**src/hdl/utce_pkg.sv**
```systemverilog
`timescale 1ns / 1ps
// Types, constants and helper functions for the UTC timestamp to epoch converter.
// No dependencies; the parser, queue, pipeline, top level and testbench refer to this package by scoped names.

package utce_pkg;

    // ASCII characters of the timestamp text.
    localparam logic [7:0] CH_0     = 8'h30;
    localparam logic [7:0] CH_9     = 8'h39;
    localparam logic [7:0] CH_DASH  = 8'h2D;
    localparam logic [7:0] CH_T     = 8'h54;
    localparam logic [7:0] CH_COLON = 8'h3A;
    localparam logic [7:0] CH_Z     = 8'h5A;

    // Character positions; the final character of a well-formed string sits at POS_LAST.
    localparam logic [4:0] POS_LAST = 5'd19;
    localparam logic [4:0] POS_MAX  = 5'd31;

    localparam logic [13:0] YEAR_MIN      = 14'd1970;
    localparam logic [13:0] YEAR_MAX      = 14'd2105;
    localparam logic [13:0] YEAR_NO_LEAP  = 14'd2100;
    localparam logic [13:0] ERA_HI_START  = 14'd2000;
    localparam logic [13:0] ERA_LO_START  = 14'd1600;

    // Day-count offsets, taken modulo 2^20: era * 146097 - 719468 for eras 5 and 4.
    localparam logic [19:0] DAYS_OFS_ERA_HI = 20'd11017;
    localparam logic [19:0] DAYS_OFS_ERA_LO = 20'd913496;

    localparam logic [16:0] SEC_PER_DAY  = 17'd86400;
    localparam logic [11:0] SEC_PER_HOUR = 12'd3600;
    localparam logic [5:0]  SEC_PER_MIN  = 6'd60;
    localparam logic [8:0]  DAYS_PER_YEAR = 9'd365;

    typedef enum logic [3:0] {
        FLD_YEAR,
        FLD_MONTH,
        FLD_DAY,
        FLD_HOUR,
        FLD_MINUTE,
        FLD_SECOND,
        FLD_DASH,
        FLD_T,
        FLD_COLON,
        FLD_Z,
        FLD_NONE
    } t_fld;

    // One parsed timestamp as it travels from the parser to the arithmetic pipeline.
    typedef struct packed {
        logic        bad;
        logic [13:0] year;
        logic [6:0]  month;
        logic [6:0]  day;
        logic [6:0]  hour;
        logic [6:0]  minute;
        logic [6:0]  second;
    } t_rec;

    function automatic t_fld pos_class(input logic [4:0] pos);
        t_fld f;
        case (pos)
            5'd0, 5'd1, 5'd2, 5'd3: f = FLD_YEAR;
            5'd5, 5'd6:             f = FLD_MONTH;
            5'd8, 5'd9:             f = FLD_DAY;
            5'd11, 5'd12:           f = FLD_HOUR;
            5'd14, 5'd15:           f = FLD_MINUTE;
            5'd17, 5'd18:           f = FLD_SECOND;
            5'd4, 5'd7:             f = FLD_DASH;
            5'd10:                  f = FLD_T;
            5'd13, 5'd16:           f = FLD_COLON;
            5'd19:                  f = FLD_Z;
            default:                f = FLD_NONE;
        endcase
        return f;
    endfunction

    function automatic logic [13:0] acc_dec14(input logic [13:0] acc, input logic [3:0] d);
        logic [13:0] r;
        r = (acc << 3) + (acc << 1) + {10'd0, d};
        return r;
    endfunction

    function automatic logic [6:0] acc_dec7(input logic [6:0] acc, input logic [3:0] d);
        logic [6:0] r;
        r = (acc << 3) + (acc << 1) + {3'd0, d};
        return r;
    endfunction

    // Days in a month; zero for a month code outside 1..12.
    function automatic logic [4:0] month_days(input logic [6:0] month, input logic leap);
        logic [4:0] r;
        case (month)
            7'd1, 7'd3, 7'd5, 7'd7, 7'd8, 7'd10, 7'd12: r = 5'd31;
            7'd4, 7'd6, 7'd9, 7'd11:                    r = 5'd30;
            7'd2:                                       r = leap ? 5'd29 : 5'd28;
            default:                                    r = 5'd0;
        endcase
        return r;
    endfunction

    // First day of a month in a March-based year, (153 * mp + 2) / 5.
    function automatic logic [8:0] month_offset(input logic [3:0] mp);
        logic [8:0] r;
        case (mp)
            4'd0:    r = 9'd0;
            4'd1:    r = 9'd31;
            4'd2:    r = 9'd61;
            4'd3:    r = 9'd92;
            4'd4:    r = 9'd122;
            4'd5:    r = 9'd153;
            4'd6:    r = 9'd184;
            4'd7:    r = 9'd214;
            4'd8:    r = 9'd245;
            4'd9:    r = 9'd275;
            4'd10:   r = 9'd306;
            4'd11:   r = 9'd337;
            default: r = 9'd0;
        endcase
        return r;
    endfunction

endpackage

```
**src/hdl/utce_if.sv**
```systemverilog
`timescale 1ns / 1ps
// Valid/ready channel interfaces for the character input and the epoch result.
// No dependencies.

interface utce_char_if;
    logic       valid;
    logic       ready;
    logic [7:0] char_byte;
    logic       last_char;

    modport source (output valid, output char_byte, output last_char, input ready);
    modport sink   (input valid, input char_byte, input last_char, output ready);
endinterface

interface utce_epoch_if;
    logic        valid;
    logic        ready;
    logic        valid_res;
    logic [31:0] epoch_seconds;

    modport source (output valid, output valid_res, output epoch_seconds, input ready);
    modport sink   (input valid, input valid_res, input epoch_seconds, output ready);
endinterface

```
**src/hdl/utce_parse.sv**
```systemverilog
`timescale 1ns / 1ps
// Front end: takes one character per transaction, checks its place and accumulates fields.
// Depends on utce_pkg and utce_char_if; pushes one t_rec per finished string.

module utce_parse (
    input  logic               i_clk,
    input  logic               i_rst_n,
    utce_char_if.sink          i_char,
    input  logic               i_full,
    output logic               o_push,
    output utce_pkg::t_rec     o_rec
);

    logic [4:0]  r_pos,    n_pos;
    logic [13:0] r_year,   n_year;
    logic [6:0]  r_month,  n_month;
    logic [6:0]  r_day,    n_day;
    logic [6:0]  r_hour,   n_hour;
    logic [6:0]  r_minute, n_minute;
    logic [6:0]  r_second, n_second;
    logic        r_ferr,   n_ferr;

    logic       acc;
    logic       is_digit;
    logic [3:0] digit;

    assign i_char.ready = !i_full;
    assign acc          = i_char.valid && i_char.ready;
    assign is_digit     = (i_char.char_byte >= utce_pkg::CH_0)
                       && (i_char.char_byte <= utce_pkg::CH_9);
    assign digit        = is_digit ? i_char.char_byte[3:0] : 4'd0;

    always_comb begin
        n_year   = r_year;
        n_month  = r_month;
        n_day    = r_day;
        n_hour   = r_hour;
        n_minute = r_minute;
        n_second = r_second;
        n_ferr   = r_ferr;
        n_pos    = (r_pos == utce_pkg::POS_MAX) ? r_pos : r_pos + 5'd1;
        case (utce_pkg::pos_class(r_pos))
            utce_pkg::FLD_YEAR: begin
                n_year = utce_pkg::acc_dec14(r_year, digit);
                if (!is_digit) n_ferr = 1'b1;
            end
            utce_pkg::FLD_MONTH: begin
                n_month = utce_pkg::acc_dec7(r_month, digit);
                if (!is_digit) n_ferr = 1'b1;
            end
            utce_pkg::FLD_DAY: begin
                n_day = utce_pkg::acc_dec7(r_day, digit);
                if (!is_digit) n_ferr = 1'b1;
            end
            utce_pkg::FLD_HOUR: begin
                n_hour = utce_pkg::acc_dec7(r_hour, digit);
                if (!is_digit) n_ferr = 1'b1;
            end
            utce_pkg::FLD_MINUTE: begin
                n_minute = utce_pkg::acc_dec7(r_minute, digit);
                if (!is_digit) n_ferr = 1'b1;
            end
            utce_pkg::FLD_SECOND: begin
                n_second = utce_pkg::acc_dec7(r_second, digit);
                if (!is_digit) n_ferr = 1'b1;
            end
            utce_pkg::FLD_DASH: begin
                if (i_char.char_byte != utce_pkg::CH_DASH) n_ferr = 1'b1;
            end
            utce_pkg::FLD_T: begin
                if (i_char.char_byte != utce_pkg::CH_T) n_ferr = 1'b1;
            end
            utce_pkg::FLD_COLON: begin
                if (i_char.char_byte != utce_pkg::CH_COLON) n_ferr = 1'b1;
            end
            utce_pkg::FLD_Z: begin
                if (i_char.char_byte != utce_pkg::CH_Z) n_ferr = 1'b1;
            end
            default: begin
                n_ferr = 1'b1;
            end
        endcase
    end

    // The record carries the fields as they stand after the final character.
    assign o_push        = acc && i_char.last_char;
    assign o_rec.bad     = n_ferr || (r_pos != utce_pkg::POS_LAST);
    assign o_rec.year    = n_year;
    assign o_rec.month   = n_month;
    assign o_rec.day     = n_day;
    assign o_rec.hour    = n_hour;
    assign o_rec.minute  = n_minute;
    assign o_rec.second  = n_second;

    always_ff @(posedge i_clk) begin
        if (!i_rst_n || o_push) begin
            r_pos    <= 5'd0;
            r_year   <= 14'd0;
            r_month  <= 7'd0;
            r_day    <= 7'd0;
            r_hour   <= 7'd0;
            r_minute <= 7'd0;
            r_second <= 7'd0;
            r_ferr   <= 1'b0;
        end else if (acc) begin
            r_pos    <= n_pos;
            r_year   <= n_year;
            r_month  <= n_month;
            r_day    <= n_day;
            r_hour   <= n_hour;
            r_minute <= n_minute;
            r_second <= n_second;
            r_ferr   <= n_ferr;
        end
    end

    a_clear_after_last: assert property (@(posedge i_clk) disable iff (!i_rst_n)
        o_push |=> (r_pos == 5'd0) && !r_ferr && (r_year == 14'd0))
        else $error("parser state not cleared after the final character");

    a_pos_advances: assert property (@(posedge i_clk) disable iff (!i_rst_n)
        (acc && !i_char.last_char) |=>
            (r_pos == (($past(r_pos) == utce_pkg::POS_MAX) ? $past(r_pos)
                                                           : $past(r_pos) + 5'd1)))
        else $error("character position did not advance");

endmodule

```
**src/hdl/utce_fifo.sv**
```systemverilog
`timescale 1ns / 1ps
// Short record queue between the parser and the arithmetic pipeline.
// Depends on utce_pkg for the t_rec record type.

module utce_fifo #(
    parameter int DEPTH = 4
) (
    input  logic           i_clk,
    input  logic           i_rst_n,
    input  logic           i_wr_en,
    input  utce_pkg::t_rec i_wr_data,
    output logic           o_full,
    output logic           o_rd_valid,
    output utce_pkg::t_rec o_rd_data,
    input  logic           i_rd_en
);

    localparam int AW = (DEPTH > 1) ? $clog2(DEPTH) : 1;
    localparam int CW = $clog2(DEPTH + 1);

    utce_pkg::t_rec r_mem [DEPTH];
    logic [AW-1:0]  r_wr_ptr, r_rd_ptr;
    logic [CW-1:0]  r_count;
    logic           push, pop;

    assign o_full     = (r_count == CW'(DEPTH));
    assign o_rd_valid = (r_count != '0);
    assign o_rd_data  = r_mem[r_rd_ptr];
    assign push       = i_wr_en && !o_full;
    assign pop        = i_rd_en && o_rd_valid;

    always_ff @(posedge i_clk) begin
        if (push) begin
            r_mem[r_wr_ptr] <= i_wr_data;
        end
    end

    always_ff @(posedge i_clk) begin
        if (!i_rst_n) begin
            r_wr_ptr <= '0;
            r_rd_ptr <= '0;
            r_count  <= '0;
        end else begin
            if (push) begin
                r_wr_ptr <= (r_wr_ptr == AW'(DEPTH - 1)) ? '0 : r_wr_ptr + AW'(1);
            end
            if (pop) begin
                r_rd_ptr <= (r_rd_ptr == AW'(DEPTH - 1)) ? '0 : r_rd_ptr + AW'(1);
            end
            if (push && !pop) begin
                r_count <= r_count + CW'(1);
            end else if (pop && !push) begin
                r_count <= r_count - CW'(1);
            end
        end
    end

    a_count_bound: assert property (@(posedge i_clk) disable iff (!i_rst_n)
        r_count <= CW'(DEPTH))
        else $error("queue count beyond its depth");

    a_count_step: assert property (@(posedge i_clk) disable iff (!i_rst_n)
        (push && !pop) |=> (r_count == $past(r_count) + CW'(1)))
        else $error("queue count did not follow a write");

endmodule

```
**src/hdl/utce_calc.sv**
```systemverilog
`timescale 1ns / 1ps
// Back end: four-stage pipeline that range-checks a record and forms the epoch seconds.
// Depends on utce_pkg and utce_epoch_if; the last stage is the output register.

module utce_calc (
    input  logic           i_clk,
    input  logic           i_rst_n,
    input  logic           i_valid,
    input  utce_pkg::t_rec i_rec,
    output logic           o_ready,
    utce_epoch_if.source   o_epoch
);

    logic [3:0] r_v;
    logic       adv;

    // Stage 1: checks and calendar reshaping.
    logic       r1_ok;
    logic [8:0] r1_yoe;
    logic       r1_era_hi;
    logic [3:0] r1_mp;
    logic [4:0] r1_day;
    logic [4:0] r1_hour;
    logic [5:0] r1_minute;
    logic [5:0] r1_second;
    // Stage 2: day count and seconds of the day.
    logic        r2_ok;
    logic [15:0] r2_days;
    logic [16:0] r2_hms;
    // Stage 3: whole days in seconds.
    logic        r3_ok;
    logic [32:0] r3_prod;
    logic [16:0] r3_hms;
    // Stage 4: output register.
    logic        r4_ok;
    logic [31:0] r4_epoch;

    logic        leap;
    logic        ok1;
    logic [13:0] y_adj;
    logic        era_hi;
    logic [13:0] yoe_w;
    logic [3:0]  mp;
    logic [1:0]  cent;
    logic [19:0] doe;
    logic [19:0] days_w;
    logic [16:0] hms;
    logic [33:0] sum;

    assign adv     = !r_v[3] || o_epoch.ready;
    assign o_ready = adv;

    // Within the accepted year range only 2100 breaks the four-year rule.
    assign leap = (i_rec.year[1:0] == 2'd0) && (i_rec.year != utce_pkg::YEAR_NO_LEAP);
    assign ok1  = !i_rec.bad
               && (i_rec.year >= utce_pkg::YEAR_MIN) && (i_rec.year <= utce_pkg::YEAR_MAX)
               && (i_rec.day != 7'd0)
               && (i_rec.day <= {2'd0, utce_pkg::month_days(i_rec.month, leap)})
               && (i_rec.hour <= 7'd23) && (i_rec.minute <= 7'd59)
               && (i_rec.second <= 7'd59);

    // Years start in March; January and February count with the year before.
    assign y_adj  = i_rec.year - ((i_rec.month <= 7'd2) ? 14'd1 : 14'd0);
    assign era_hi = (y_adj >= utce_pkg::ERA_HI_START);
    assign yoe_w  = y_adj - (era_hi ? utce_pkg::ERA_HI_START : utce_pkg::ERA_LO_START);
    assign mp     = (i_rec.month > 7'd2) ? 4'(i_rec.month - 7'd3) : 4'(i_rec.month + 7'd9);

    assign cent = (r1_yoe >= 9'd300) ? 2'd3 :
                  (r1_yoe >= 9'd200) ? 2'd2 :
                  (r1_yoe >= 9'd100) ? 2'd1 : 2'd0;
    assign doe  = 20'(r1_yoe) * 20'(utce_pkg::DAYS_PER_YEAR)
                + 20'(r1_yoe >> 2) - 20'(cent)
                + 20'(utce_pkg::month_offset(r1_mp)) + 20'(r1_day) - 20'd1;
    assign days_w = doe + (r1_era_hi ? utce_pkg::DAYS_OFS_ERA_HI : utce_pkg::DAYS_OFS_ERA_LO);
    assign hms  = 17'(r1_hour) * 17'(utce_pkg::SEC_PER_HOUR)
                + 17'(r1_minute) * 17'(utce_pkg::SEC_PER_MIN) + 17'(r1_second);

    assign sum = 34'(r3_prod) + 34'(r3_hms);

    always_ff @(posedge i_clk) begin
        if (!i_rst_n) begin
            r_v <= 4'd0;
        end else if (adv) begin
            r_v <= {r_v[2:0], i_valid};
        end
    end

    always_ff @(posedge i_clk) begin
        if (adv) begin
            r1_ok     <= ok1;
            r1_yoe    <= yoe_w[8:0];
            r1_era_hi <= era_hi;
            r1_mp     <= mp;
            r1_day    <= i_rec.day[4:0];
            r1_hour   <= i_rec.hour[4:0];
            r1_minute <= i_rec.minute[5:0];
            r1_second <= i_rec.second[5:0];

            r2_ok   <= r1_ok;
            r2_days <= days_w[15:0];
            r2_hms  <= hms;

            r3_ok   <= r2_ok;
            r3_prod <= 33'(r2_days) * 33'(utce_pkg::SEC_PER_DAY);
            r3_hms  <= r2_hms;

            r4_ok    <= r3_ok && (sum[33:32] == 2'd0);
            r4_epoch <= sum[31:0];
        end
    end

    assign o_epoch.valid         = r_v[3];
    assign o_epoch.valid_res     = r4_ok;
    assign o_epoch.epoch_seconds = r4_ok ? r4_epoch : 32'd0;

    a_stall_holds: assert property (@(posedge i_clk) disable iff (!i_rst_n)
        !adv |=> (r_v == $past(r_v)) && $stable(r4_epoch) && $stable(r4_ok))
        else $error("pipeline moved during a stall");

endmodule

```
**src/hdl/utc_timestamp_to_epoch.sv**
```systemverilog
`timescale 1ns / 1ps
// A finished string goes through the record queue into the four-stage arithmetic pipeline.
// Throughput: one character per cycle unless the queue is full, and one result per cycle
// while the output is ready; the record queue lets the parser run during output stalls.
// Reset: synchronous, active low; clears parser state, queue pointers and stage valids.
// Depends on utce_pkg, utce_if, utce_parse, utce_fifo and utce_calc.

module utc_timestamp_to_epoch #(
    parameter int QUEUE_DEPTH = 4
) (
    input  logic          i_clk,
    input  logic          i_rst_n,
    utce_char_if.sink     i_char,
    utce_epoch_if.source  o_epoch
);

    logic           push;
    logic           full;
    logic           rd_valid;
    logic           calc_ready;
    utce_pkg::t_rec wr_rec;
    utce_pkg::t_rec rd_rec;

    utce_parse u_parse (
        .i_clk   (i_clk),
        .i_rst_n (i_rst_n),
        .i_char  (i_char),
        .i_full  (full),
        .o_push  (push),
        .o_rec   (wr_rec)
    );

    utce_fifo #(
        .DEPTH (QUEUE_DEPTH)
    ) u_fifo (
        .i_clk      (i_clk),
        .i_rst_n    (i_rst_n),
        .i_wr_en    (push),
        .i_wr_data  (wr_rec),
        .o_full     (full),
        .o_rd_valid (rd_valid),
        .o_rd_data  (rd_rec),
        .i_rd_en    (calc_ready)
    );

    utce_calc u_calc (
        .i_clk   (i_clk),
        .i_rst_n (i_rst_n),
        .i_valid (rd_valid),
        .i_rec   (rd_rec),
        .o_ready (calc_ready),
        .o_epoch (o_epoch)
    );

    a_invalid_is_zero: assert property (@(posedge i_clk) disable iff (!i_rst_n)
        (o_epoch.valid && !o_epoch.valid_res) |-> (o_epoch.epoch_seconds == 32'd0))
        else $error("rejected timestamp carries a nonzero epoch");

endmodule

```
**src/flat_wrapper.sv**
```systemverilog
// flat-port wrapper written by rule: the top's interface ports become plain ports
module utc_timestamp_to_epoch_flat 
#(
    parameter int QUEUE_DEPTH = 4
)
  (i_clk, i_rst_n, i_char_valid, i_char_char_byte, i_char_last_char, i_char_ready, o_epoch_valid, o_epoch_valid_res, o_epoch_epoch_seconds, o_epoch_ready);
  utce_char_if i_char_i ();
  utce_epoch_if o_epoch_i ();
  input  logic i_clk;
  input  logic i_rst_n;
  input wire logic [$bits(i_char_i.valid)-1:0] i_char_valid;
  input wire logic [$bits(i_char_i.char_byte)-1:0] i_char_char_byte;
  input wire logic [$bits(i_char_i.last_char)-1:0] i_char_last_char;
  output wire logic [$bits(i_char_i.ready)-1:0] i_char_ready;
  output wire logic [$bits(o_epoch_i.valid)-1:0] o_epoch_valid;
  output wire logic [$bits(o_epoch_i.valid_res)-1:0] o_epoch_valid_res;
  output wire logic [$bits(o_epoch_i.epoch_seconds)-1:0] o_epoch_epoch_seconds;
  input wire logic [$bits(o_epoch_i.ready)-1:0] o_epoch_ready;
  assign i_char_i.valid = i_char_valid;
  assign i_char_i.char_byte = i_char_char_byte;
  assign i_char_i.last_char = i_char_last_char;
  assign i_char_ready = i_char_i.ready;
  assign o_epoch_valid = o_epoch_i.valid;
  assign o_epoch_valid_res = o_epoch_i.valid_res;
  assign o_epoch_epoch_seconds = o_epoch_i.epoch_seconds;
  assign o_epoch_i.ready = o_epoch_ready;
  utc_timestamp_to_epoch #(.QUEUE_DEPTH(QUEUE_DEPTH)) u_core (.i_clk(i_clk), .i_rst_n(i_rst_n), .i_char(i_char_i), .o_epoch(o_epoch_i));
endmodule
```
**config.mk**
```make
export PLATFORM = sky130hd
export DESIGN_NAME = utc_timestamp_to_epoch_flat
export DESIGN_NICKNAME = d
export VERILOG_FILES = /design/src/hdl/utce_pkg.sv /design/src/hdl/utce_if.sv /design/src/hdl/utce_parse.sv /design/src/hdl/utce_fifo.sv /design/src/hdl/utce_calc.sv /design/src/hdl/utc_timestamp_to_epoch.sv /design/src/flat_wrapper.sv
export SDC_FILE = /design/constraint.sdc
export NUM_CORES = 1
export LEC_CHECK = 0
export BUFFER_PORTS_ARGS = -buffer_cell sky130_fd_sc_hd__buf_2
export CAP_MARGIN = 0
export CORE_ASPECT_RATIO = 1.2
export CORE_MARGIN = 3
export CORE_UTILIZATION = 50
export CTS_CLUSTER_DIAMETER = 200
export DETAILED_ROUTE_END_ITERATION = 7
export GPL_TIMING_DRIVEN = 0
export PLACE_DENSITY_LB_ADDON = 0.1
export SYNTH_ARGS = -nofsm -noshare
export SYNTH_HDL_FRONTEND = slang
export SYNTH_SLANG_ARGS = --single-unit
```
**constraint.sdc**
```tcl
create_clock -name i_clk -period 5.65 [get_ports i_clk]
set_clock_uncertainty 0.2 [all_clocks]
set_input_delay 0.8475 -clock i_clk [delete_from_list [all_inputs] [get_ports i_clk]]
set_output_delay 0.8475 -clock i_clk [all_outputs]
set_load 0.1 [all_outputs]
```
==> out/qor.csv, run 1 <==
metric,value,unit
Worst R2R Path Depth,18,
global-route wire length before repair,85100,um
# DRC,0,
max_cap viols,0,
die width,216,um
CP Data Required Time,5790,ps
Slew Limit Fails,0,
CP Capture Point,u_core.u_calc.r2_days[12]$_DFFE_PN_,
IO Pins,48,
Synth Register Bits,429,
Synth Warn #,0,
Fin. Hold Viols,0,
status,finished clean,
htree depth,2,
hold slack final,208,ps
final wirelength,51700,um
Async SR Flop Fraction,0,
syn_nets,2673,
ANT cells,0,
worst-path maximum fanout,5,
Worst setup startpoint,u_core.u_calc.r1_yoe[4]$_DFFE_PN_,
sum of buffers and inverters on the critical path,4,
largest net degree at the start of global routing,89,
Initial Util,0.509,
Fmax,179,MHz
reg2reg setup slack,70,ps
"EDFF count, synth",348,
total track usage,0.190,
Clock Sinks,429,
Worst setup EP type,flop,
period utilization,0.987,
Root Buffer,clkbuf_16,
vias in the first global route,17000,
Synth Instances,2227,
layout cells sized above 1,0.106,
critical path depth,18,
CTS tree,built,
Max stage delay on crit path,550,ps
Detail Placement HPWL,38800,um
GP Congestion,0.890,
Core Area,0.0518,mm2
Setup crit start kind,flop,
clock-pin slew on the worst setup and hold paths,60,ps
Rel. slew slack,0.295,
"commonest non-fill, non-tap cell in the layout",edfxtp_1,
Final Setup Violations,0,
"Clk Latency, worst-skew pair",590,ps
Via density,5.30,
slowest CP cell,fa_1,
cell mode on critical path,fa_1,
fillers,4287,
Mapped Area,0.0263,mm2
Die Height,257,um
RSZ-0062 raised after global routing,true,
grt total ovfl,0,
Worst-Margin Slew,1030,ps
Post-synth top flop,edfxtp_1,
worst-path cell chain,clkinvlp_4 > fa_1 > fa_1 > inv_2 > ha_4 > ha_4 > fa_1 > inv_1 > fa_1 > inv_2 > ha_4 > nor2b_1 > o21a_1 > o31a_1 > o41ai_4 > o21bai_1 > a21oi_1 > xnor2_1,
sequential share of the synthesized area,0.458,
FP Rows,91,
Iteration-0 DRC Markers,670,
Worst Hold Class,reg2reg,
antenna violations before repair,0,
total number of vias,16400,
min Tclk post-route,5580,ps
cts bufs inserted,45,
area growth from synthesis to layout,12.5,%
CTS Buffer Depth,3,
critical path's top delay family,adder cells,
WS Path Type,reg2reg,
Yosys cell types,69,
Worst R2R End,u_core.u_calc.r2_days[12]$_DFFE_PN_,
Die ar.,0.0555,mm2
crit path DAT,5720,ps
DR pass1 iterations,7,
syn avg cell area,11.8,um2
wire per inst,16.7,um
# port buffers,47,
most frequent cells in the layout,"edfxtp_1 (348), ha_1 (300), inv_1 (282)",
Final #Nets,2800,
ANT nets after route,0,
RR Startpoint,u_core.u_calc.r1_yoe[4]$_DFFE_PN_,
## worst min path at each step
stage	start	endpoint	cells after the start
floorplan	u_core.u_calc.r1_second[0]$_DFFE_PN_	u_core.u_calc.r2_hms[0]$_DFFE_PN_	0
global placement	u_core.u_calc.r3_hms[2]$_DFFE_PN_	u_core.u_calc.r4_epoch[2]$_DFFE_PN_	0
detailed placement	u_core.u_calc.r1_second[0]$_DFFE_PN_	u_core.u_calc.r2_hms[0]$_DFFE_PN_	0
CTS	u_core.u_calc.r2_hms[11]$_DFFE_PN_	u_core.u_calc.r3_hms[11]$_DFFE_PN_	0
global route	u_core.u_calc.r1_second[0]$_DFFE_PN_	u_core.u_calc.r2_hms[0]$_DFFE_PN_	0
finish	u_core.u_calc.r2_hms[11]$_DFFE_PN_	u_core.u_calc.r3_hms[11]$_DFFE_PN_	0
## logic make-up (layout without fill, tap and decap cells)
family | after synthesis | count (layout) | synth area share
AND/OR/NAND/NOR | 536 | 536 | 0.0967
adder cells (fa/ha/maj) | 433 | 433 | 0.239
flip-flops | 429 | 429 | 0.458
buffers and inverters | 327 | 491 | 0.0475
AO/OA/AOI/OAI | 302 | 302 | 0.0710
XOR/XNOR | 146 | 146 | 0.0485
multiplexers | 54 | 54 | 0.0391
## cells in the mapped netlist (all sizes together), types with 14 or more instances
master  count  area, um2
clkbuf     27        101
o21bai     14        105
a21oi     118        591
fa        117       2340
o21ai      55        275
inv       289       1080
nand2b     15       93.8
ha        316       3950
mux4       39        878
nor2b      18        113
nor3       46        235
edfxtp    348      10500
nand3      22        110
nand2     211        795
xnor2      99        867
and3       24        150
xor2       47        412
dfxtp      81       1620
and2       44        275
nor2      104        390
a21o       36        270
## through the flow
stage / TNS [ps] / std cells / util / worst slack, ps / instance area, um2
after CTS: 0 / 3082 / 0.568 / 3.80 / 29400
after global placement: -1940 / 2971 / 0.530 / -637 / 27500
final: 0 / 3088 / 0.572 / 72.6 / 29600
after detailed placement: -1910 / 2976 / 0.532 / -658 / 27600
after floorplan: 0 / 2227 / - / 56.5 / 26300
after global routing: -202 / 3088 / 0.572 / -115 / 29600
## per-layer routing
layer,global-route usage,share of wire,vias up,wire (um)
met5,0,0,-,0
met4,0.0656,0.034,0,1760
met3,0.0269,0.030,116,1540
met2,0.362,0.53,256,27600
met1,0.216,0.40,7971,20700
li1,-,-,8028,-
## state kept, by name, summed over array words and instances (netlist names), 9 cells and up, named ones only
register                cells
u_core.u_calc.r3_prod      26
u_core.u_calc.r2_days      16
u_core.u_calc.r3_hms       17
u_core.u_calc.r4_epoch     32
u_core.u_calc.r2_hms       17
u_core.u_fifo.r_mem       200
u_core.u_parse.r_year      14
u_core.u_calc.r1_yoe        9
## cell type report
class                   count  area (um2)  share of cell area
flip-flops and latches    429       12100               0.407
clock buffers              62        1300              0.0439
plain buffers              38         166             0.00561
clock inverters            22         278             0.00937
repair buffers             80         564              0.0190
well taps                 697         872              0.0294
inverters                 289        1090              0.0369
multi-input cells        1471       13300               0.449
## what timing repair did
item	4_1_cts	5_1_grt
endpoints found under the setup margin	5	4
pin swaps	5	28
resized for setup	11	30
hold buffers	0	0
setup buffers	22	6
Power of run 1 is left out: the tool's default activity adds up to more than one toggle a clock period on the data nets, which glitch-free logic cannot reach.
==> run 2: changes to the inputs <==
BUFFER_PORTS_ARGS = unset   (was -buffer_cell sky130_fd_sc_hd__buf_2)
DONT_BUFFER_PORTS = 1   (was unset)
MAX_ROUTING_LAYER = met4   (was unset)
PLACE_DENSITY_LB_ADDON = 0.3   (was 0.1)
==> run 2 against run 1 <==
Sequential cell count is the same. Final cell count shrank 1.7%. Non-clock buffer count shrank 51. First-iteration DRC count grew 17%. Routed wire length shrank 0.21%. Worst setup slack gained 33 ps. Sequential share of layout area grew 0.36 points. Design area shrank 0.88%. Count of clock-buffer cells in the layout shrank 4. Fmax grew 0.60%.
==> out/qor.csv, run 2 (synthesis gave the netlist of run 1 again) <==
metric,value,unit,change
period utilization,0.981,,-0.00585
slowest CP cell,fa_2,,
global-route wire length before repair,85200,um,about the same
max_cap viols,0,,unchanged
ANT nets after route,0,,unchanged
cell mode on critical path,ha_4,,
Detail Placement HPWL,38300,um,-1.4%
total track usage,0.195,,+0.00511
Die Height,257,um,unchanged
Top Registers,"u_core.u_fifo.r_mem (200), u_core.u_calc.r4_epoch (32), u_core.u_calc.r3_prod (26)",,
RR Startpoint,u_core.u_calc.r1_yoe[4]$_DFFE_PN_,,
"Clk Latency, worst-skew pair",590,ps,about the same
RSZ-0062 raised after global routing,true,,
Final Setup Violations,0,,unchanged
worst hold start,u_core.u_calc.r2_hms[9]$_DFFE_PN_,,
min Tclk post-route,5540,ps,-33.0 ps
FP Rows,91,,unchanged
"commonest non-fill, non-tap cell in the layout",edfxtp_1,,
Setup WS pre-CTS,-686,ps,-27.8 ps
Worst R2R End,u_core.u_calc.r2_days[14]$_DFFE_PN_,,
worst hold stages,0,,unchanged
layout cells sized above 1,0.0842,,-0.0216
Worst-Margin Slew,1080,ps,+45.9 ps
Max stage delay on crit path,610,ps,+60 ps
# DRC,0,,unchanged
clock-pin slew on the worst setup and hold paths,60,ps,about the same
ANT cells,0,,unchanged
largest net degree at the start of global routing,84,,-5.6%
Via density,5.40,,+1.9%
Worst Hold Class,reg2reg,,
crit path DAT,5680,ps,-40 ps
CTS Buffer Depth,3,,unchanged
Final #Nets,2749,,-1.8%
Fin. Hold Viols,0,,unchanged
CTS tree,built,,
Hold Path Sink,u_core.u_calc.r3_hms[9]$_DFFE_PN_,,
antenna violations before repair,0,,unchanged
Clock Sinks,429,,unchanged
Fmax,180,MHz,+0.60%
DR pass1 iterations,5,,-2
grt total ovfl,0,,unchanged
IO Pins,48,,unchanged
"Most flops, register",u_core.u_fifo.r_mem,,
max FFs per register,200,,unchanged
placed cell area,0.0273,mm2,-0.85%
Initial Util,0.509,,unchanged
total number of vias,16400,,+0.20%
final wirelength,51500,um,-0.21%
cts bufs inserted,45,,unchanged
Die ar.,0.0555,mm2,unchanged
htree depth,2,,unchanged
Worst R2R Path Depth,19,,+1
area growth from synthesis to layout,11.5,%,
Iteration-0 DRC Markers,781,,+17%
die width,216,um,unchanged
WS Path Type,reg2reg,,
CP Data Required Time,5790,ps,about the same
final worst slack,106,ps,+33.0 ps
Core Area,0.0518,mm2,unchanged
Worst setup EP type,flop,,
number of cells after detailed placement,2929,,-1.6%
# port buffers,0,,-100%
wire per inst,17.0,um,+1.5%
Slew Limit Fails,0,,unchanged
status,finished clean,,
most frequent cells in the layout,"edfxtp_1 (348), ha_1 (298), inv_1 (280)",,
"Core Util, Final",0.567,,-0.00505
vias in the first global route,17400,,+2.6%
final cell count without fillers,3036,,-1.7%
Root Buffer,clkbuf_16,,
Setup crit start kind,flop,,
worst-path maximum fanout,5,,unchanged
GP Congestion,0.864,,-2.9%
post-route cell area,0.0294,mm2,-0.88%
Rel. slew slack,0.282,,-0.0128
worst-path cell chain,clkinvlp_4 > fa_2 > inv_2 > fa_2 > ha_4 > ha_4 > fa_1 > inv_1 > fa_1 > inv_2 > ha_4 > a31oi_4 > nor2b_1 > o21a_1 > o31a_1 > o41ai_4 > o2111ai_2 > a21oi_2 > xnor2_1,,
reg2reg setup slack,110,ps,+30 ps
-- run 2: cell count changes in the layout (fill, tap and decap cells not counted), moves of 3 or more --
cell,delta
buf_2,-47
clkbuf_8,-9
clkbuf_1,+6
bufinv_16,+4
clkinv_2,-4
clkinv_1,+3
-- run 2: area by class of cell --
cell class              count  area (um2)
multi-input cells        1471       13300
flip-flops and latches    429       12100
plain buffers              38         166
inverters                 289        1090
clock inverters            25         388
well taps                 697         872
repair buffers             29         292
fillers                  4119       22400
clock buffers              58        1170
-- run 2: metal layers --
metal	vias to the layer above	track usage	part of all wire
met4	0	0.0685	0.034
met1	8019	0.214	0.39
met2	324	0.360	0.54
met3	126	0.0279	0.035
met5	-	-	0
li1	7934	-	-
-- run 2: what timing repair did --
item / 4_1_cts / 5_1_grt
pin swaps: 7 / 27
cloned: 0 / 0
endpoints found under the setup margin: 5 / 4
setup buffers: 18 / 6
hold buffers: 0 / 0
resized for setup: 12 / 33
-- run 2: stage by stage --
step | hold slack, ps | setup TNS (ps)
global route | 198 | -124
CTS | 184 | 0
global placement | 206 | -1700
finish | 214 | 0
floorplan | 200 | 0
detailed placement | 205 | -1960
-- run 2: how the worst max path moves through the flow --
stage,start,end,slack [ps],depth (start not counted)
floorplan,u_core.u_calc.r1_yoe[4]$_DFFE_PN_,u_core.u_calc.r2_days[14]$_DFFE_PN_,60,18
global placement,u_core.u_calc.r1_yoe[2]$_DFFE_PN_,u_core.u_calc.r2_days[14]$_DFFE_PN_,-590,19
detailed placement,u_core.u_calc.r1_yoe[2]$_DFFE_PN_,u_core.u_calc.r2_days[14]$_DFFE_PN_,-690,19
CTS,u_core.u_calc.r1_yoe[4]$_DFFE_PN_,u_core.u_calc.r2_days[14]$_DFFE_PN_,9,19
global route,u_core.u_calc.r1_yoe[4]$_DFFE_PN_,u_core.u_calc.r2_days[14]$_DFFE_PN_,-70,19
finish,u_core.u_calc.r1_yoe[4]$_DFFE_PN_,u_core.u_calc.r2_days[14]$_DFFE_PN_,110,19
-- run 2: worst max-delay path: cells and delay by family (launching register included) --
kind,cells,cell delay (ps)
AND/OR/NAND/NOR,1,70
adder cells (fa/ha/maj),7,2710
AO/OA/AOI/OAI,6,1470
XOR/XNOR,1,80
flip-flops,1,400
buffers and inverters,4,380
Power of run 2 is left out for the same reason.
